$ cat src/design/stpw_pkg.sv
// ----------------------------------------------------------------------------
// stpw_pkg: shared types, constants and helpers
// Formats, lookup constants and elaboration-time helpers for the
// scan point to world transform pipeline.
// ----------------------------------------------------------------------------
package stpw_pkg;

   // Defaults for top-level parameters
   localparam int SCAN_POINTS_DEF   = 180;
   localparam int IR_BITS_DEF       = 12;
   localparam int CORDIC_STAGES_DEF = 16;

   // Field widths
   localparam int RAW_W  = 12;
   localparam int ANG_W  = 8;
   localparam int OUT_W  = 17;
   localparam int CSR_W  = 16;
   localparam int IDX_W  = 3;

   // Datapath formats
   localparam int M_W     = 31;   // Q30 mantissa in [1, 2)
   localparam int FRAC_W  = 16;   // log2 fraction bits
   localparam int LOGN_W  = 4;    // log2 integer part
   localparam int XY_W    = 26;   // signed Q8 CORDIC lengths
   localparam int Z_W     = 34;   // signed binary angle accumulator

   localparam logic [19:0] LOG2_A_Q16 = 20'd866582;
   localparam logic [16:0] INV_EXP_Q16 = 17'd120086;
   localparam logic signed [30:0] CORDIC_INV_GAIN = 31'sd652032874;

   // Heading conversion constants
   localparam logic [16:0] HEAD_TURN  = 17'd36000;
   localparam logic [29:0] HEAD_HALF  = 30'd18000;
   localparam logic [16:0] HEAD_STEP  = 17'd119304;    // 2^32 / 36000, whole part
   localparam logic [14:0] HEAD_REM   = 15'd23296;     // 2^32 mod 36000
   localparam logic [25:0] HEAD_RECIP = 26'd61083980;  // ceil(2^36 / 1125)

   // Register indexes
   typedef enum logic [IDX_W-1:0] {
      CSR_POSE_X      = 3'd0,
      CSR_POSE_Y      = 3'd1,
      CSR_HEADING     = 3'd2,
      CSR_RANGE_LIMIT = 3'd3,
      CSR_RADIAL      = 3'd4,
      CSR_AXIAL       = 3'd5
   } csr_index_type;

   // CORDIC arctangent table, 2^32 per turn
   localparam logic [31:0] ATAN_TAB [24] = '{
      32'd536870912, 32'd316933406, 32'd167458907, 32'd85004756,
      32'd42667331,  32'd21354465,  32'd10679838,  32'd5340245,
      32'd2670163,   32'd1335087,   32'd667544,    32'd333772,
      32'd166886,    32'd83443,     32'd41722,     32'd20861,
      32'd10430,     32'd5215,      32'd2608,      32'd1304,
      32'd652,       32'd326,       32'd163,       32'd81
   };

   // Truncated integer square root, used for constants only
   function automatic logic [63:0] isqrt64(input logic [63:0] v);
      logic [63:0] res;
      logic [63:0] bit_m;
      logic [63:0] rem;
      res   = 64'd0;
      bit_m = 64'h4000_0000_0000_0000;
      rem   = v;
      for (int i = 0; i < 32; i++) begin
         if (rem >= res + bit_m) begin
            rem = rem - (res + bit_m);
            res = (res >> 1) + bit_m;
         end else begin
            res = res >> 1;
         end
         bit_m = bit_m >> 2;
      end
      return res;
   endfunction

   // Q30 root 2^(2^-k), built by repeated truncated square roots
   function automatic logic [63:0] root_q30(input int k);
      logic [63:0] r;
      r = 64'h8000_0000;
      for (int j = 1; j <= 16; j++) begin
         if (j <= k) begin
            r = isqrt64(r << 30);
         end
      end
      return r;
   endfunction

   // Whole degrees to binary angle, rounded
   function automatic logic [31:0] scan_bam(input int a);
      logic [63:0] num;
      num = (64'(a) << 32) + 64'd180;
      return 32'(num / 64'd360);
   endfunction

endpackage

$ cat src/design/stpw_pow_cell.sv
// ----------------------------------------------------------------------------
// stpw_pow_cell: one bit of 2^frac
// Multiplies the Q30 product by the root 2^(2^-K) when fraction bit is set.
// ----------------------------------------------------------------------------
module stpw_pow_cell
   import stpw_pkg::*;
#(
   parameter int K      = 1,
   parameter int SIDE_W = 11
) (
   input  logic              clock,
   input  logic              reset,
   input  logic              up_valid,
   input  logic [M_W-1:0]    up_m,
   input  logic [FRAC_W-1:0] up_f,
   input  logic [SIDE_W-1:0] up_side,
   output logic              dn_valid,
   output logic [M_W-1:0]    dn_m,
   output logic [FRAC_W-1:0] dn_f,
   output logic [SIDE_W-1:0] dn_side
);

   localparam logic [M_W-1:0] ROOT = M_W'(root_q30(K));

   logic [2*M_W-1:0]  prod;
   logic              valid_ff;
   logic [M_W-1:0]    m_ff, m_in;
   logic [FRAC_W-1:0] f_ff;
   logic [SIDE_W-1:0] side_ff;

   // Apply the root for this fraction bit
   always_comb begin
      prod = up_m * ROOT;
      m_in = up_f[FRAC_W-K] ? prod[2*M_W-2:M_W-1] : up_m;
   end

   always_ff @(posedge clock) begin
      if (reset) begin
         valid_ff <= 1'b0;
      end else begin
         valid_ff <= up_valid;
      end
      m_ff    <= m_in;
      f_ff    <= up_f;
      side_ff <= up_side;
   end

   assign dn_valid = valid_ff;
   assign dn_m     = m_ff;
   assign dn_f     = f_ff;
   assign dn_side  = side_ff;

endmodule

$ cat config.mk
export PLATFORM = sky130hd
export DESIGN_NAME = stpw_pow_cell
export DESIGN_NICKNAME = d
export VERILOG_FILES = /design/src/design/stpw_pkg.sv /design/src/design/stpw_pow_cell.sv
export SDC_FILE = /design/constraint.sdc
export NUM_CORES = 1
export LEC_CHECK = 0
export BUFFER_PORTS_ARGS = -buffer_cell sky130_fd_sc_hd__buf_2
export CAP_MARGIN = 20
export CELL_PAD_IN_SITES_DETAIL_PLACEMENT = 0
export CELL_PAD_IN_SITES_GLOBAL_PLACEMENT = 1
export CORE_ASPECT_RATIO = 0.5
export CORE_MARGIN = 2
export CORE_UTILIZATION = 51
export DETAILED_ROUTE_END_ITERATION = 6
export PLACE_DENSITY_LB_ADDON = 0.1
export SLEW_MARGIN = 20
export SYNTH_ARGS = -nofsm -noshare
export SYNTH_HDL_FRONTEND = slang
export SYNTH_SLANG_ARGS = --single-unit
$ cat constraint.sdc
create_clock -name clock -period 8.55 [get_ports clock]
set_input_delay 1.71 -clock clock [delete_from_list [all_inputs] [get_ports clock]]
set_output_delay 1.71 -clock clock [all_outputs]
set_load 0.05 [all_outputs]
# == After elaboration in Yosys (flattened, before gate mapping) ==
# Cells that the tools add are included.
# totals
reg_bits,59
out_inout_bits,59
# op_classes
multipliers,1
muxes,1
# ops
operator,n
31-bit by 31-bit multiplier with 61-bit output (second input constant),1
31-bit 2-to-1 mux,1

# == Logic depth before layout (Yosys ltp) ==
# depth
depth_word,2
ltp_mapped,24

# == Least setup slack after synthesis ==
# Ideal clock, no wire load.
# synth_path
path_kind,input -> register
from,input up_m[18]
to,register m_ff[27] (netlist: dn_m[27])
setup_time_ns,0.095
arrival_time_ns,7.856
required_ns,8.455
path_slack_ns,0.598
cell_stages,24
n_path_buf,0
cell_sequence,ha_1 -> fa_1 -> inv_1 -> fa_1 -> inv_1 -> fa_1 -> inv_1 -> fa_1 -> inv_1 -> fa_1 -> fa_1 -> inv_1 -> fa_1 -> inv_1 -> ha_1 -> and2_1 -> and3_1 -> nand4_1 -> a211oi_2 -> o311ai_2 -> a21oi_2 -> a41o_2 -> or3b_1 -> o311ai_1
# synth_via
elab_chain_cells,2
# synth_rtl
item,line_no,text
from (decl),stpw_pow_cell.sv:14,"input logic [M_W-1:0] up_m,"
31-bit by 31-bit multiplier with 61-bit output,stpw_pow_cell.sv:33,prod = up_m * ROOT;
31-bit 2-to-1 mux,stpw_pow_cell.sv:34,m_in = up_f[FRAC_W-K] ? prod[2*M_W-2:M_W-1] : up_m;
named net m_in[27],stpw_pow_cell.sv:27,"logic [M_W-1:0] m_ff, m_in;"
to (signal assigned),stpw_pow_cell.sv:43,m_ff <= m_in;
to (decl),stpw_pow_cell.sv:27,
# The timed path passes the listed nets, and every way through them passes these cells.
# A chain may end at the register's enable or synchronous reset.

# == Worst setup path after layout ==
# layout_path
from,input up_m[9]
to,register m_ff[18] (netlist: dn_m[18])
# Same word-level chain as after synthesis.

==> results.md <==
- Synth unique cells: 64
- CP max-delay cell: fa_1
- Cells after Synth: approximately 1,800
- Share of the synthesized area in the top cell type: a little under two fifths
- Kind of critical path: in -> reg
- Final worst path period need: 8.31 ns
- Total gr overflow: 0
- Status: finished clean
- P&R area growth vs syn: 11.5%
- F_max: 120 MHz
- Yosys reg bits: 59
- H-Tree Level Count: 3
- DIE WIDTH: 269 um
- Syn nets: between 2,000 and 3,000
- Routability cong.: roughly 0.91
- Slew Viols, Final: 0
- Cell Area, Placed: 0.0196 mm^2
- CP startpoint kind: primary input
- Largest net degree at the start of global routing: 42
- First-pass GRT wire length: 75,500 um
- Vias: 12,401
- Asr flop ratio synth: 0%
- Remaining DRCs: 0
- Post-synth EDFFs: 0
- Via/cell ratio: 5.03
- CP Max Fanout: 6
- Clock-pin transition on the worst setup and hold timing paths: 0.06 ns
- Synth top cells by count: inv_1 (545), ha_1 (413), fa_1 (330)
- Critical Path AT: 8.53 ns
- Number of port buffers: approximately 120
- Top Ports: 120
- Max_slew headroom: 65.3%
- Final #Nets: 2,789
- Post-route clock period utilization: 97.2%
- CP Buf/Inv Count: 8
- Pre-CTS worst setup slack: -0.0335 ns
- Final setup vio count: 0
- Top-count cell post-synth: inv_1
- CP endpoint kind: flip-flop
- Finished Cell Area: 0.0199 mm^2
- Max incr delay on CP: between 0.5 and 0.6 ns
- Final setup margin: 0.237 ns
- Aggregate global-route resource usage: 27.7%
- Hold crit path type: in -> reg
- Synthesized cell area: 0.0179 mm^2
- Vias in the first global route: 13,858
- Worst path required time: approximately 8.8 ns
- Hold Slack: 1.49 ns
- Leading area contributor after synthesis: fa_1
- Routed Antenna Nets: 0
- Post-Route WL: 46,400 um
- RSZ-0062 raised after global routing: no
- Final Hold Vio Count: 0
- CTS Buf Count: 9
- Seq/Total Area, Yosys: 6.61%
- Iteration-0 DRC Markers: 597
- Post-Syn Area per Cell: 10.0 um^2
- Clock sinks: just under 60
- Slew @ Worst Pin: just over 0.5 ns
- Core area: 0.0345 mm^2
- CP delay by family, top: adder cells
- Clock buffer depth: 2
- Chip height: 136 um
- CTS tree: built
- Initial Utilization: 51.8%
- CTS root buf: clkbuf_16
- Fin util: 57.8%
- Most used cell, CP: fa_1
- Fraction of layout cells with a size suffix above 1: ~13%
- Primary FF master, synth: dfxtp_1
- Warnings, synthesis: 0
- Routed len/inst: approximately 19 um
- Die ar.: 0.0366 mm^2
- Pre-antenna DRT Iters: 5
- Area contributors post-synth: fa_1 (37%), ha_1 (29%), inv_1 (11%)
- Detailed placement HPWL: approximately 42,000 um
- Max_cap viols: 0
- Initial antenna violation count: 3
- FP Rows: 48
-- metrics by stage --
step,cells,TNS [ns]
5_1_grt,2465,0
3_3_place_gp,2448,-0.0345
3_5_place_dp,2448,-0.0971
4_1_cts,2464,0
6_report,2466,0
2_1_floorplan,1788,0
-- placed cells by master, fill, tap and decap left out, drive strengths merged, types with 26 or more instances in the layout --
| cell | netlist | final |
|---|---|---|
| a21o | 40 | 40 |
| a21oi | 66 | 66 |
| buf | 0 | 202 |
| dfxtp | 59 | 59 |
| fa | 330 | 330 |
| ha | 413 | 413 |
| inv | 545 | 545 |
| nand2 | 44 | 44 |
| o21ai | 29 | 29 |
| xor2 | 26 | 26 |
-- flip-flops by register name (all words and copies together) (netlist names) --
signal,flops
dn_f,16
dn_m,31
dn_side,11
dn_valid,1
-- final timing paths --
path / startpoint / endpoint / depth (start not counted)
worst max-delay path: up_m[9] / dn_m[18]$_DFF_P_ / 26
worst min-delay path: up_side[2] / dn_side[2]$_DFF_P_ / 1
-- cell type report --
type | count | area, um^2
multi-input combinational | 1167 | 14600
fill | 3181 | 14600
inverter | 546 | 2050
timing repair buffer | 202 | 1220
sequential | 59 | 1180
tap | 475 | 594
clock buffer | 12 | 256
clock inverter | 4 | 25.0
antenna | 1 | 2.50
-- logic make-up (layout without fill, tap and decap cells) --
kind of cell,count (synthesis),in the layout,share of synthesized area [%]
multiplexers,19,19,1.19
other,0,1,0
AO/OA/AOI/OAI,200,200,7.64
adder cells (fa/ha/maj),743,743,65.9
buffers and inverters,562,764,11.8
XOR/XNOR,49,49,2.40
AND/OR/NAND/NOR,156,156,4.48
flip-flops,59,59,6.61
-- layer usage --
layer  global-route usage (%)  share of wire [%]  wire (um)  up-vias
met5                        0              0.028         13        -
met4                     5.49                2.0        930        2
li1                         -                  -          -     6020
met2                     48.2                 48      22300      175
met3                     4.08                3.9       1790       50
met1                     37.0                 46      21300     6154
-- repair_timing --
action,CTS,global route
gates resized for setup,0,2
buffers inserted,0,1
hold buffers,0,0
endpoints found under the setup margin,0,3
Power is left out: the tool's default activity adds up to more than one toggle a clock period on the data nets, which glitch-free logic cannot reach.
