<file path="config.mk">
export PLATFORM = sky130hd
export DESIGN_NAME = stpw_log_cell
export DESIGN_NICKNAME = d
export VERILOG_FILES = /design/src/design/stpw_pkg.sv /design/src/design/stpw_log_cell.sv
export SDC_FILE = /design/constraint.sdc
export NUM_CORES = 2
export LEC_CHECK = 0
export BUFFER_PORTS_ARGS = -buffer_cell sky130_fd_sc_hd__buf_4
export CAP_MARGIN = 20
export CORE_MARGIN = 2
export CORE_UTILIZATION = 49
export CTS_CLUSTER_DIAMETER = 120
export DETAILED_ROUTE_END_ITERATION = 7
export GPL_TIMING_DRIVEN = 1
export PLACE_DENSITY = 0.63
export SLEW_MARGIN = 20
export SYNTH_ARGS = -nofsm -noshare
export SYNTH_HDL_FRONTEND = slang
export SYNTH_SLANG_ARGS = --single-unit
</file>
<file path="constraint.sdc">
create_clock -name clock -period 12.65 [get_ports clock]
set_input_delay 2.53 -clock clock [delete_from_list [all_inputs] [get_ports clock]]
set_output_delay 2.53 -clock clock [all_outputs]
set_load 0.01 [all_outputs]
</file>
<file path="src/design/stpw_pkg.sv">
// ----------------------------------------------------------------------------
// stpw_pkg: shared types, constants and helpers
// Formats, lookup constants and elaboration-time helpers for the
// scan point to world transform pipeline.
// ----------------------------------------------------------------------------
package stpw_pkg;

   // Defaults for top-level parameters
   localparam int SCAN_POINTS_DEF   = 180;
   localparam int IR_BITS_DEF       = 12;
   localparam int CORDIC_STAGES_DEF = 16;

   // Field widths
   localparam int RAW_W  = 12;
   localparam int ANG_W  = 8;
   localparam int OUT_W  = 17;
   localparam int CSR_W  = 16;
   localparam int IDX_W  = 3;

   // Datapath formats
   localparam int M_W     = 31;   // Q30 mantissa in [1, 2)
   localparam int FRAC_W  = 16;   // log2 fraction bits
   localparam int LOGN_W  = 4;    // log2 integer part
   localparam int XY_W    = 26;   // signed Q8 CORDIC lengths
   localparam int Z_W     = 34;   // signed binary angle accumulator

   localparam logic [19:0] LOG2_A_Q16 = 20'd866582;
   localparam logic [16:0] INV_EXP_Q16 = 17'd120086;
   localparam logic signed [30:0] CORDIC_INV_GAIN = 31'sd652032874;

   // Heading conversion constants
   localparam logic [16:0] HEAD_TURN  = 17'd36000;
   localparam logic [29:0] HEAD_HALF  = 30'd18000;
   localparam logic [16:0] HEAD_STEP  = 17'd119304;    // 2^32 / 36000, whole part
   localparam logic [14:0] HEAD_REM   = 15'd23296;     // 2^32 mod 36000
   localparam logic [25:0] HEAD_RECIP = 26'd61083980;  // ceil(2^36 / 1125)

   // Register indexes
   typedef enum logic [IDX_W-1:0] {
      CSR_POSE_X      = 3'd0,
      CSR_POSE_Y      = 3'd1,
      CSR_HEADING     = 3'd2,
      CSR_RANGE_LIMIT = 3'd3,
      CSR_RADIAL      = 3'd4,
      CSR_AXIAL       = 3'd5
   } csr_index_type;

   // CORDIC arctangent table, 2^32 per turn
   localparam logic [31:0] ATAN_TAB [24] = '{
      32'd536870912, 32'd316933406, 32'd167458907, 32'd85004756,
      32'd42667331,  32'd21354465,  32'd10679838,  32'd5340245,
      32'd2670163,   32'd1335087,   32'd667544,    32'd333772,
      32'd166886,    32'd83443,     32'd41722,     32'd20861,
      32'd10430,     32'd5215,      32'd2608,      32'd1304,
      32'd652,       32'd326,       32'd163,       32'd81
   };

   // Truncated integer square root, used for constants only
   function automatic logic [63:0] isqrt64(input logic [63:0] v);
      logic [63:0] res;
      logic [63:0] bit_m;
      logic [63:0] rem;
      res   = 64'd0;
      bit_m = 64'h4000_0000_0000_0000;
      rem   = v;
      for (int i = 0; i < 32; i++) begin
         if (rem >= res + bit_m) begin
            rem = rem - (res + bit_m);
            res = (res >> 1) + bit_m;
         end else begin
            res = res >> 1;
         end
         bit_m = bit_m >> 2;
      end
      return res;
   endfunction

   // Q30 root 2^(2^-k), built by repeated truncated square roots
   function automatic logic [63:0] root_q30(input int k);
      logic [63:0] r;
      r = 64'h8000_0000;
      for (int j = 1; j <= 16; j++) begin
         if (j <= k) begin
            r = isqrt64(r << 30);
         end
      end
      return r;
   endfunction

   // Whole degrees to binary angle, rounded
   function automatic logic [31:0] scan_bam(input int a);
      logic [63:0] num;
      num = (64'(a) << 32) + 64'd180;
      return 32'(num / 64'd360);
   endfunction

endpackage

</file>
<file path="src/design/stpw_log_cell.sv">
// ----------------------------------------------------------------------------
// stpw_log_cell: one bit of the log2 fraction
// Squares the Q30 mantissa, renormalizes and shifts one fraction bit in.
// ----------------------------------------------------------------------------
module stpw_log_cell
   import stpw_pkg::*;
#(
   parameter int SIDE_W = 12
) (
   input  logic              clock,
   input  logic              reset,
   input  logic              up_valid,
   input  logic [M_W-1:0]    up_m,
   input  logic [FRAC_W-1:0] up_frac,
   input  logic [SIDE_W-1:0] up_side,
   output logic              dn_valid,
   output logic [M_W-1:0]    dn_m,
   output logic [FRAC_W-1:0] dn_frac,
   output logic [SIDE_W-1:0] dn_side
);

   logic [2*M_W-1:0]  sq;
   logic [M_W:0]      sq_hi;
   logic              valid_ff;
   logic [M_W-1:0]    m_ff, m_in;
   logic [FRAC_W-1:0] frac_ff, frac_in;
   logic [SIDE_W-1:0] side_ff;

   // Square and renormalize into [1, 2)
   always_comb begin
      sq      = up_m * up_m;
      sq_hi   = sq[2*M_W-1:M_W-1];
      m_in    = sq_hi[M_W] ? sq_hi[M_W:1] : sq_hi[M_W-1:0];
      frac_in = {up_frac[FRAC_W-2:0], sq_hi[M_W]};
   end

   always_ff @(posedge clock) begin
      if (reset) begin
         valid_ff <= 1'b0;
      end else begin
         valid_ff <= up_valid;
      end
      m_ff    <= m_in;
      frac_ff <= frac_in;
      side_ff <= up_side;
   end

   assign dn_valid = valid_ff;
   assign dn_m     = m_ff;
   assign dn_frac  = frac_ff;
   assign dn_side  = side_ff;

endmodule

</file>
# Word level (Yosys, flattened, before mapping)
# Index checks and enable logic that the tools add are counted.
[word_totals] register_bits=60 in_bits=62 word_cells=7 out_inout_bits=60
[op_classes] multipliers=1 n_mux=1
[ops] cell="$mul A31 B31 Y62" n=1
[ops] cell="$mux W30" n=1

# Longest topological paths before layout
[logic_depth] word_depth=2 mapped_depth=30 ltp_nobuf=26

# Worst setup path after synthesis
# Ideal clock, no wire load.
[synth_path] path_kind="input to register" start="input up_m[7]" end="register m_ff[0], in the netlist dn_m[0]" setup_time_ns=0.121 path_stages=28 path_slack_ns=2.766 arrival_ns=9.763 required_ns=12.529 path_cell_list="clkbuf_1 -> clkbuf_1 -> nand2_1 -> inv_1 -> fa_1 -> fa_1 -> fa_1 -> inv_1 -> fa_1 -> inv_1 -> fa_1 -> fa_1 -> fa_1 -> inv_1 -> fa_1 -> inv_1 -> ha_1 -> clkbuf_1 -> nand3_1 -> a2111oi_2 -> inv_2 -> nor4_2 -> nor4_2 -> a211oi_2 -> a311oi_4 -> nor2_4 -> buf_6 -> mux2_4"
[synth_via] elab_chain_len=2
[synth_lines] element="start: declaration" line_no="stpw_log_cell.sv:13" source="input logic [M_W-1:0] up_m,"
[synth_lines] element="$mul A31 B31 Y62" line_no="stpw_log_cell.sv:31" source="sq = up_m * up_m;"
[synth_lines] element="$mux W30" line_no="stpw_log_cell.sv:33" source="m_in = sq_hi[M_W] ? sq_hi[M_W:1] : sq_hi[M_W-1:0];"
[synth_lines] element="via m_in[0]" line_no="stpw_log_cell.sv:25" source="logic [M_W-1:0] m_ff, m_in;"
[synth_lines] element="end signal: assignment" line_no="stpw_log_cell.sv:43" source="m_ff <= m_in;"
[synth_lines] element="end: declaration" line_no="stpw_log_cell.sv:25"
# The timed path passes the listed nets, and every way through them passes these cells.
# A chain may end at the register's enable or synchronous reset.

# Worst setup path after layout
[layout_path] start="input up_m[8]" end="register m_ff[7], in the netlist dn_m[7]"
# Same word-level chain as after synthesis.

==> flow_summary.toml <==
[cts]
cts_hold_buf = 0
clock_sinks = 60
cts_buffers = 9
max-clock-path-buffers = 2
cts_max_level = 3
clk_pin_slew_worst_paths_ns = 0.05
ctsResizeCount = 0
post_cts_buffers = 0
root_buffer = "clkbuf_16"
cts_tree = "built"

[sta]
min_period_ns = 11.07
maxSlewHeadroom = 0.499
drv_slew = 0
finalHoldViolations = 0
worst_slew_pin_slew_ns = 0.746
fin_crit_sh = 0.875
rsz0062_at_grt = "no"
fmaxAchievable_mhz = 90.3
final-setup-viol-count = 0
setup_tns_ns = 0

[cells_and_area]
finish.instance_area_um2 = 30500
final-seq-area_um2 = 1200
fillers = 5332
area_growth_pct = 6.05
fin_nets = 4143
multi_input_area_um2 = 23700
diodes = 0
drive_gt1_frac = 0.0577
layout_common_cells = "inv_1 (918), fa_1 (747), nand2_1 (301)"
mostFrequentLayoutCell = "inv_1"
utilization = 0.527

[global_route]
grt_antenna_before_repair = 1
grt_overflow = 0
grt_usage = 0.248
grt_pass1_wl_mm = 118
grt_pass1_vias = 22500
grt_max_degree = 36

[routing]
postRouteAntennaNets = 0
drc = 0
wl_per_cell_um = 18.3
finalWirelength_mm = 70.0
via_per_inst = 5.14
dr.pass1.iters = 5
drt_iter0_markers = 987
dr_total_vias = 19700

[logic_synthesis]
ys_ff_latch = 60
synth_edf_count = 0
synth-async-reset-ratio = 0
yosys.area.top_type = "fa_1"
syn_nets = 4120
synth_area_um2 = 28800
synthCells = 3042
ys_types = 70
yosys.area.top_type_share = 0.519
synth_flop_cell = "dfxtp_1"
yosys-top-cells-area = "fa_1 (52%), inv_1 (12%), ha_1 (12%)"
yosysWarnings = 0
syn_avg_cell_area_um2 = 9.47
yosysSeqAreaShare = 0.0417

[setup_path]
cpMostUsedCell = "fa_1"
timing.critical_path.max_delay_family = "adder cells"
path_class = "in2reg"
end_kind = "flip-flop"
cp_cell_sequence = "buf_4 > inv_1 > nor2_1 > fa_1 > fa_1 > inv_1 > fa_1 > fa_1 > fa_1 > inv_1 > fa_1 > fa_1 > fa_1 > ha_1 > nand4_1 > a2111oi_2 > inv_2 > nor4_2 > nor4_2 > a211oi_2 > a311oi_4 > nor2_4 > buf_4 > mux2_4"
crit_buf_inv = 6
cpPeakStageDelay_ns = 0.60
cp.arrival_ns = 11.27
start_kind = "input pin"
path_depth = 24
required_ns = 12.85
cp_max_fo = 27
slowest_stage = "fa_1"

[place]
hpwl_mm = 57.4
gp_congestion = 0.901
port_buffers = 120
dpl-instance-area_um2 = 30200

[floorplan]
ios = 122
start_util = 0.497
die_w_um = 246
num_rows = 88
die_y_um = 246
core_area_um2 = 57900
die-area_um2 = 60700

[flow_run]
maxCapViolCount = 0

[min_path]
holdPathStages = 1
hp-class = "in2reg"

[run_status]
status = "finished clean"
final timing paths:
| kind | startpoint | slack [ns] | to |
|---|---|---|---|
| max | up_m[8] | 1.58 | dn_m[7] |
| min | up_side[1] | 2.31 | dn_side[1] |
metrics by stage:
step	cells	setup WS (ns)	hold slack, ns
after global placement	3819	1.36	2.63
after detailed placement	3819	1.24	2.64
after global routing	3835	1.14	2.29
final	3835	1.58	2.31
after floorplan	3042	2.77	2.56
after CTS	3835	1.54	2.30
cells in the mapped netlist (16+ instances only):
cell type / instances
a21o_1: 31
a21oi_1: 74
and2_1: 191
clkbuf_1: 104
dfxtp_1: 60
fa_1: 747
ha_1: 269
inv_1: 918
mux2_4: 19
nand2_1: 301
nand4_1: 16
nor2_1: 53
o21ai_0: 37
xnor2_1: 29
xor2_1: 26
area by class of cell:
type | instances | share of cell area
multi-input cells | 1951 | 0.776
clock buffers | 10 | 0.00782
repair buffers | 123 | 0.0302
flip-flops and latches | 60 | 0.0393
inverters | 920 | 0.113
well taps | 765 | 0.0313
clock inverters | 6 | 0.00209
routing by layer:
| layer | wire length [µm] | part of all wire | global-route usage | vias to the layer above |
|---|---|---|---|---|
| met1 | 28000 | 0.40 | 0.317 | 10200 |
| met5 | 0 | 0 | 0 | - |
| met3 | 3370 | 0.048 | 0.0271 | 116 |
| met2 | 36700 | 0.52 | 0.447 | 486 |
| li1 | - | - | - | 8910 |
| met4 | 1970 | 0.028 | 0.0636 | 0 |
cells by family (layout without fill, tap and decap cells):
logic type	after synthesis	in the layout	share of synthesized area
AOI/OAI and AO/OA	224	224	0.0515
xor gates and xnor gates	55	55	0.0167
adders and majority gates	1016	1016	0.636
buffers and inverters	1031	1059	0.135
DFF	60	60	0.0417
muxes	28	28	0.0131
and+or+nand+nor	628	628	0.106
state kept, by name, indices dropped and copies added, names as in the netlist:
signal and cells:
dn_m 31, dn_frac 16, dn_side 12, dn_valid 1
Power is left out: the tool's default activity adds up to more than one toggle a clock period on the data nets, which glitch-free logic cannot reach.
