`config.mk`:
```
export PLATFORM = sky130hd
export DESIGN_NAME = stpw_cordic_cell
export DESIGN_NICKNAME = d
export VERILOG_FILES = /design/src/design/stpw_pkg.sv /design/src/design/stpw_cordic_cell.sv
export SDC_FILE = /design/constraint.sdc
export NUM_CORES = 1
export LEC_CHECK = 0
export ABC_AREA = 0
export BUFFER_PORTS_ARGS = -buffer_cell sky130_fd_sc_hd__buf_2
export CAP_MARGIN = 30
export CORE_ASPECT_RATIO = 0.7
export CORE_UTILIZATION = 30
export DETAILED_ROUTE_END_ITERATION = 8
export GPL_ROUTABILITY_DRIVEN = 0
export PLACE_DENSITY = 0.48
export SYNTH_ARGS = -nofsm -noshare
export SYNTH_HDL_FRONTEND = slang
export SYNTH_SLANG_ARGS = --single-unit
```
`constraint.sdc`:
```
create_clock -name clock -period 4.05 [get_ports clock]
set_input_delay 0.405 -clock clock [delete_from_list [all_inputs] [get_ports clock]]
set_output_delay 0.405 -clock clock [all_outputs]
set_load 0.1 [all_outputs]
```
`src/design/stpw_pkg.sv`:
```
// ----------------------------------------------------------------------------
// stpw_pkg: shared types, constants and helpers
// Formats, lookup constants and elaboration-time helpers for the
// scan point to world transform pipeline.
// ----------------------------------------------------------------------------
package stpw_pkg;

   // Defaults for top-level parameters
   localparam int SCAN_POINTS_DEF   = 180;
   localparam int IR_BITS_DEF       = 12;
   localparam int CORDIC_STAGES_DEF = 16;

   // Field widths
   localparam int RAW_W  = 12;
   localparam int ANG_W  = 8;
   localparam int OUT_W  = 17;
   localparam int CSR_W  = 16;
   localparam int IDX_W  = 3;

   // Datapath formats
   localparam int M_W     = 31;   // Q30 mantissa in [1, 2)
   localparam int FRAC_W  = 16;   // log2 fraction bits
   localparam int LOGN_W  = 4;    // log2 integer part
   localparam int XY_W    = 26;   // signed Q8 CORDIC lengths
   localparam int Z_W     = 34;   // signed binary angle accumulator

   localparam logic [19:0] LOG2_A_Q16 = 20'd866582;
   localparam logic [16:0] INV_EXP_Q16 = 17'd120086;
   localparam logic signed [30:0] CORDIC_INV_GAIN = 31'sd652032874;

   // Heading conversion constants
   localparam logic [16:0] HEAD_TURN  = 17'd36000;
   localparam logic [29:0] HEAD_HALF  = 30'd18000;
   localparam logic [16:0] HEAD_STEP  = 17'd119304;    // 2^32 / 36000, whole part
   localparam logic [14:0] HEAD_REM   = 15'd23296;     // 2^32 mod 36000
   localparam logic [25:0] HEAD_RECIP = 26'd61083980;  // ceil(2^36 / 1125)

   // Register indexes
   typedef enum logic [IDX_W-1:0] {
      CSR_POSE_X      = 3'd0,
      CSR_POSE_Y      = 3'd1,
      CSR_HEADING     = 3'd2,
      CSR_RANGE_LIMIT = 3'd3,
      CSR_RADIAL      = 3'd4,
      CSR_AXIAL       = 3'd5
   } csr_index_type;

   // CORDIC arctangent table, 2^32 per turn
   localparam logic [31:0] ATAN_TAB [24] = '{
      32'd536870912, 32'd316933406, 32'd167458907, 32'd85004756,
      32'd42667331,  32'd21354465,  32'd10679838,  32'd5340245,
      32'd2670163,   32'd1335087,   32'd667544,    32'd333772,
      32'd166886,    32'd83443,     32'd41722,     32'd20861,
      32'd10430,     32'd5215,      32'd2608,      32'd1304,
      32'd652,       32'd326,       32'd163,       32'd81
   };

   // Truncated integer square root, used for constants only
   function automatic logic [63:0] isqrt64(input logic [63:0] v);
      logic [63:0] res;
      logic [63:0] bit_m;
      logic [63:0] rem;
      res   = 64'd0;
      bit_m = 64'h4000_0000_0000_0000;
      rem   = v;
      for (int i = 0; i < 32; i++) begin
         if (rem >= res + bit_m) begin
            rem = rem - (res + bit_m);
            res = (res >> 1) + bit_m;
         end else begin
            res = res >> 1;
         end
         bit_m = bit_m >> 2;
      end
      return res;
   endfunction

   // Q30 root 2^(2^-k), built by repeated truncated square roots
   function automatic logic [63:0] root_q30(input int k);
      logic [63:0] r;
      r = 64'h8000_0000;
      for (int j = 1; j <= 16; j++) begin
         if (j <= k) begin
            r = isqrt64(r << 30);
         end
      end
      return r;
   endfunction

   // Whole degrees to binary angle, rounded
   function automatic logic [31:0] scan_bam(input int a);
      logic [63:0] num;
      num = (64'(a) << 32) + 64'd180;
      return 32'(num / 64'd360);
   endfunction

endpackage

```
`src/design/stpw_cordic_cell.sv`:
```
// ----------------------------------------------------------------------------
// stpw_cordic_cell: one CORDIC rotation step
// Rotates by +/- atan(2^-K) toward zero residual angle.
// ----------------------------------------------------------------------------
module stpw_cordic_cell
   import stpw_pkg::*;
#(
   parameter int K      = 0,
   parameter int SIDE_W = 8
) (
   input  logic                    clock,
   input  logic                    reset,
   input  logic                    up_valid,
   input  logic signed [XY_W-1:0]  up_x,
   input  logic signed [XY_W-1:0]  up_y,
   input  logic signed [Z_W-1:0]   up_z,
   input  logic [SIDE_W-1:0]       up_side,
   output logic                    dn_valid,
   output logic signed [XY_W-1:0]  dn_x,
   output logic signed [XY_W-1:0]  dn_y,
   output logic signed [Z_W-1:0]   dn_z,
   output logic [SIDE_W-1:0]       dn_side
);

   localparam logic signed [Z_W-1:0] ATAN = Z_W'(ATAN_TAB[K]);

   logic signed [XY_W-1:0] sx, sy;
   logic                   valid_ff;
   logic signed [XY_W-1:0] x_ff, x_in, y_ff, y_in;
   logic signed [Z_W-1:0]  z_ff, z_in;
   logic [SIDE_W-1:0]      side_ff;

   // Step the rotation toward the residual sign
   always_comb begin
      sx = up_x >>> K;
      sy = up_y >>> K;
      if (!up_z[Z_W-1]) begin
         x_in = up_x - sy;
         y_in = up_y + sx;
         z_in = up_z - ATAN;
      end else begin
         x_in = up_x + sy;
         y_in = up_y - sx;
         z_in = up_z + ATAN;
      end
   end

   always_ff @(posedge clock) begin
      if (reset) begin
         valid_ff <= 1'b0;
      end else begin
         valid_ff <= up_valid;
      end
      x_ff    <= x_in;
      y_ff    <= y_in;
      z_ff    <= z_in;
      side_ff <= up_side;
   end

   assign dn_valid = valid_ff;
   assign dn_x     = x_ff;
   assign dn_y     = y_ff;
   assign dn_z     = z_ff;
   assign dn_side  = side_ff;

endmodule

```
[Word level (Yosys, flattened, before mapping)]
Cells that the tools add are included.
Cells by class
  $add $sub $neg: 5
  muxes and demuxes: 3
Operator list (count)
  $mux 26: 2
  $sub 26x26->26: 2
  $add 34x31->34 const B: 1
  $mux 34: 1
  $sub 34x31->34 const B: 1
  $add 26x26->26: 1
Word-level totals
  bits of input ports: 97
  logic and storage cells: 13
  bits in registers: 95
  output and inout bits: 95

[Longest topological paths before layout]
  depth in word-level cells: 2
  depth in mapped cells: 12
  gate-level depth less buffers: 11

[Least setup slack after synthesis]
No wires, ideal clock.
  path type: input to register
  start: input port up_x[0]
  end: register x_ff[24] (netlist: dn_x[24])
  buffers on the path: 0
  data required time: 3.924 ns
  setup slack: 1.360 ns
  stages: 10
  data arrival time: 2.564 ns
  setup time: 0.126 ns
  cell sequence: ha_1 -> fa_1 -> a21oi_1 -> o311ai_2 -> a221oi_2 -> or3_4 -> a21oi_4 -> a2111oi_2 -> o31ai_1 -> xnor2_1
On the way
  word-level cells in the longest chain between the ends: 2
  elaborated cells on any way between the ends: 3
  those cells by class: add/sub: 2; mux: 1
Ends and longest elaborated chain
  start, declared: RTL line stpw_cordic_cell.sv:14  | input logic signed [XY_W-1:0] up_x,
  $sub 26x26->26 or $add 26x26->26 (tied branches): RTL line stpw_cordic_cell.sv:38, stpw_cordic_cell.sv:42
  $mux 26 (*): RTL line stpw_cordic_cell.sv:37  | if (!up_z[Z_W-1]) begin
  named net x_in[24]: RTL line stpw_cordic_cell.sv:29  | logic signed [XY_W-1:0] x_ff, x_in, y_ff, y_in;
  end signal, assigned: RTL line stpw_cordic_cell.sv:54  | x_ff <= x_in;
  end, declared: RTL line stpw_cordic_cell.sv:29
Mark *: on every way through the listed nets, which the timed path passes. The rest lies on a longest branch.
A chain may end at the register's enable or synchronous reset.

[Worst setup path after layout]
  start: input port up_x[12]
  end: register y_ff[23] (netlist: dn_y[23])
On the way
  word-level cells in the longest chain between the ends: 2
  elaborated cells on any way between the ends: 3
  those cells by class: add/sub: 2; mux: 1
Ends and longest elaborated chain
  $add 26x26->26 or $sub 26x26->26 (tied branches): RTL line stpw_cordic_cell.sv:39, stpw_cordic_cell.sv:43
  $mux 26 (*): RTL line stpw_cordic_cell.sv:37
  named net y_in[23]: RTL line stpw_cordic_cell.sv:29
  end signal, assigned: RTL line stpw_cordic_cell.sv:55  | y_ff <= y_in;
  end, declared: RTL line stpw_cordic_cell.sv:29
Marked as above.

==> metrics.yaml <==
status:
  run_status: "finished clean"
floorplan:
  rows: 43
  fp.dieW_um: 173
  core-area_um2: 20000
  die_area_um2: 21200
  start_util: 0.309
  die_y_um: 122
  ios: 192
yosys:
  synth_edf_count: 0
  synth_top_family_by_area: "compound AO/OA/AOI/OAI gates"
  yosysUniqueCellTypes: 59
  yosys.area_share.xor_xnor: 0.0723
  ys_seq_area_frac: 0.305
  netlist_area_um2: 6170
  synthFlopType: "dfxtp_1"
  synthMuxAreaShare: 0.0324
  syn-num-nets: 910
  synth_top_cell_by_area: "dfxtp_1"
  avgSynthCellArea_um2: 8.54
  ys_top_cells_by_area: "dfxtp_1 (30%), ha_1 (17%), a21oi_1 (6.6%)"
  yosys.area_share.simple: 0.118
  synth_compound_area_frac: 0.215
  yosysWarnings: 0
  syn_inst: 723
  synth_fa_ha_area_frac: 0.187
  async_reset_ff_frac: 0
  yosysTopAreaCellShare: 0.305
  ys_seq_elements: 94
timing:
  fin_crit_sh: 0.758
  final.min_clock_period_ps: 3070
  rsz0062_at_grt: "false"
  fmax_ghz: 0.326
  setup_tns_ps: 0
  tightestPinTransition_ps: 647
  hold_viol: 0
  slew_headroom: 0.569
  setup_viol: 0
  whs_ps: 154
  maxSlewViolCount: 0
clock_network:
  cts_hold_buf: 0
  root_buffer: "clkbuf_16"
  cts.clk_slew.worst_paths_ps: 70
  cts_tree: "yes"
  htreeDepth: 3
  cts_setup_buffers: 0
  cts_made_buffers: 9
  cts.sink_count: 94
  cts_buffer_depth: 2
  cts-resized-gates: 0
final_layout:
  nFillCells: 2158
  n_antenna_cell: 0
  final_nets: 1088
  final_cell_area_um2: 7670
  area_growth_pct: 24.2
  drive_gt1_frac: 0.247
setup_path:
  cp.required_ps: 4290
  crit_type: "input pin to flip-flop"
  crit_path_max_fanout: 12
  start_kind: "input pin"
  endpoint_kind: "flip-flop"
  critPathArrivalTime_ps: 3310
place:
  port-buffer-count: 191
  dp_hpwl_um: 15800
  dpl_cell_area_um2: 7380
drt:
  drtPass1Iterations: 5
  post_drt_via_cell_ratio: 4.85
  wl_per_cell_um: 16.6
  dr.first_iter.drc_count: 439
  drtAntennaViolNets: 0
  drc: 0
  drt-total-wl_um: 19600
  via_count: 5703
global_routing:
  grt_pass1_wl_um: 30300
  antenna_found_initial: 0
  grt_usage: 0.186
  grt_pass1_vias: 5360
  grt_max_degree: 48
  overflow: 0
hold_path:
  worstHoldPathType: "input pin to flip-flop"
power_and_ir_drop:
  p_per_area_nw_per_um2: 519
  ir_drop_mv: 0.289
  p_leak_uw: 0.00370
flow_run:
  cap_viol_max_count: 0
-- path summary, 6_finish.rpt --
check                 slack, ps     start  cells past startpoint       end
worst min-delay path        150  up_z[11]                      1  dn_z[11]
worst max-delay path        980  up_x[12]                     12  dn_y[23]
-- state kept, by name, summed over array words and instances, names as in the netlist --
register / flops
dn_valid: 1
dn_z: 34
dn_y: 25
dn_x: 26
dn_side: 8
-- power breakdown --
part | leakage, µW | switching (µW) | total [µW] | internal (µW)
Clock | 0.000137 | 404 | 833 | 429
Combinational | 0.00277 | 1640 | 2030 | 395
Sequential | 0.000793 | 37.4 | 1110 | 1080
Total | 0.00370 | 2080 | 3980 | 1900
-- critical path, cell delays in order --
cell and delay, ps:
buf_2 100, inv_1 60, ha_1 560, inv_1 210, nor3_1 330, nand3_1 130
o221ai_1 450, a21oi_1 130, o21bai_1 370, a211oi_1 170, a21oi_1 180, xnor2_1 200
-- cell usage after synthesis, types with 3 or more instances --
cell type,n
buf_1,4
o31ai_1,8
nor3_1,18
nor4_1,5
fa_1,4
buf_2,9
or4_1,4
a31oi_1,3
or3_1,5
nand3_1,10
nand4_1,4
nor2_1,41
a21o_1,10
nand2_1,38
o21ai_0,36
nand2b_1,9
o211ai_1,13
mux2i_1,20
xnor2_1,46
nor2b_1,8
xor2_1,5
clkbuf_1,16
o21bai_1,15
ha_1,86
dfxtp_1,94
clkinv_1,4
a21oi_1,81
a2111oi_0,5
and2_1,3
a211oi_1,8
inv_1,73
-- stage by stage --
step                cells  total power [µW]  setup WS (ps)  utilization
global route         1176              4180            777        0.384
CTS                  1176              4030           1080        0.384
detailed placement   1160              3160            712        0.370
finish               1176              3980            978        0.384
global placement     1160              3170            642        0.370
floorplan             723              2760           1360            -
-- per-layer routing --
layer / global-route usage / up-vias / share of wire
met3: 0.0428 / 7 / 0.084
li1: - / 2849 / -
met2: 0.261 / 257 / 0.39
met1: 0.281 / 2590 / 0.52
met4: 0.0387 / 0 / 0.0056
met5: 0 / - / 0
-- logic make-up (layout without fill, tap and decap cells) --
group,Yosys count,count (layout)
compound gates,207,207
simple gates,152,152
buf+inv,109,292
flops,94,94
fa+ha+maj,90,90
xor+xnor,51,51
mux,20,20
-- layout by cell type, fill, tap and decap left out, types with 18 or more instances in the layout --
cell and count:
a21oi_1 81, buf_2 191, mux2i_1 20, nand2_1 38, o21ai_0 36, nor2_1 41, xnor2_1 46, inv_1 73
ha_1 86, dfxtp_1 94, nor3_1 18
-- final cells by class --
type | instances | area, µm² | share of cell area
multi-input combinational | 520 | 3860 | 0.504
sequential | 94 | 1880 | 0.245
timing repair buffer | 198 | 1010 | 0.132
tap | 270 | 338 | 0.0441
inverter | 78 | 293 | 0.0382
clock buffer | 10 | 229 | 0.0299
clock inverter | 6 | 56.3 | 0.00734
No activity file was read; power rests on OpenSTA's default activity.
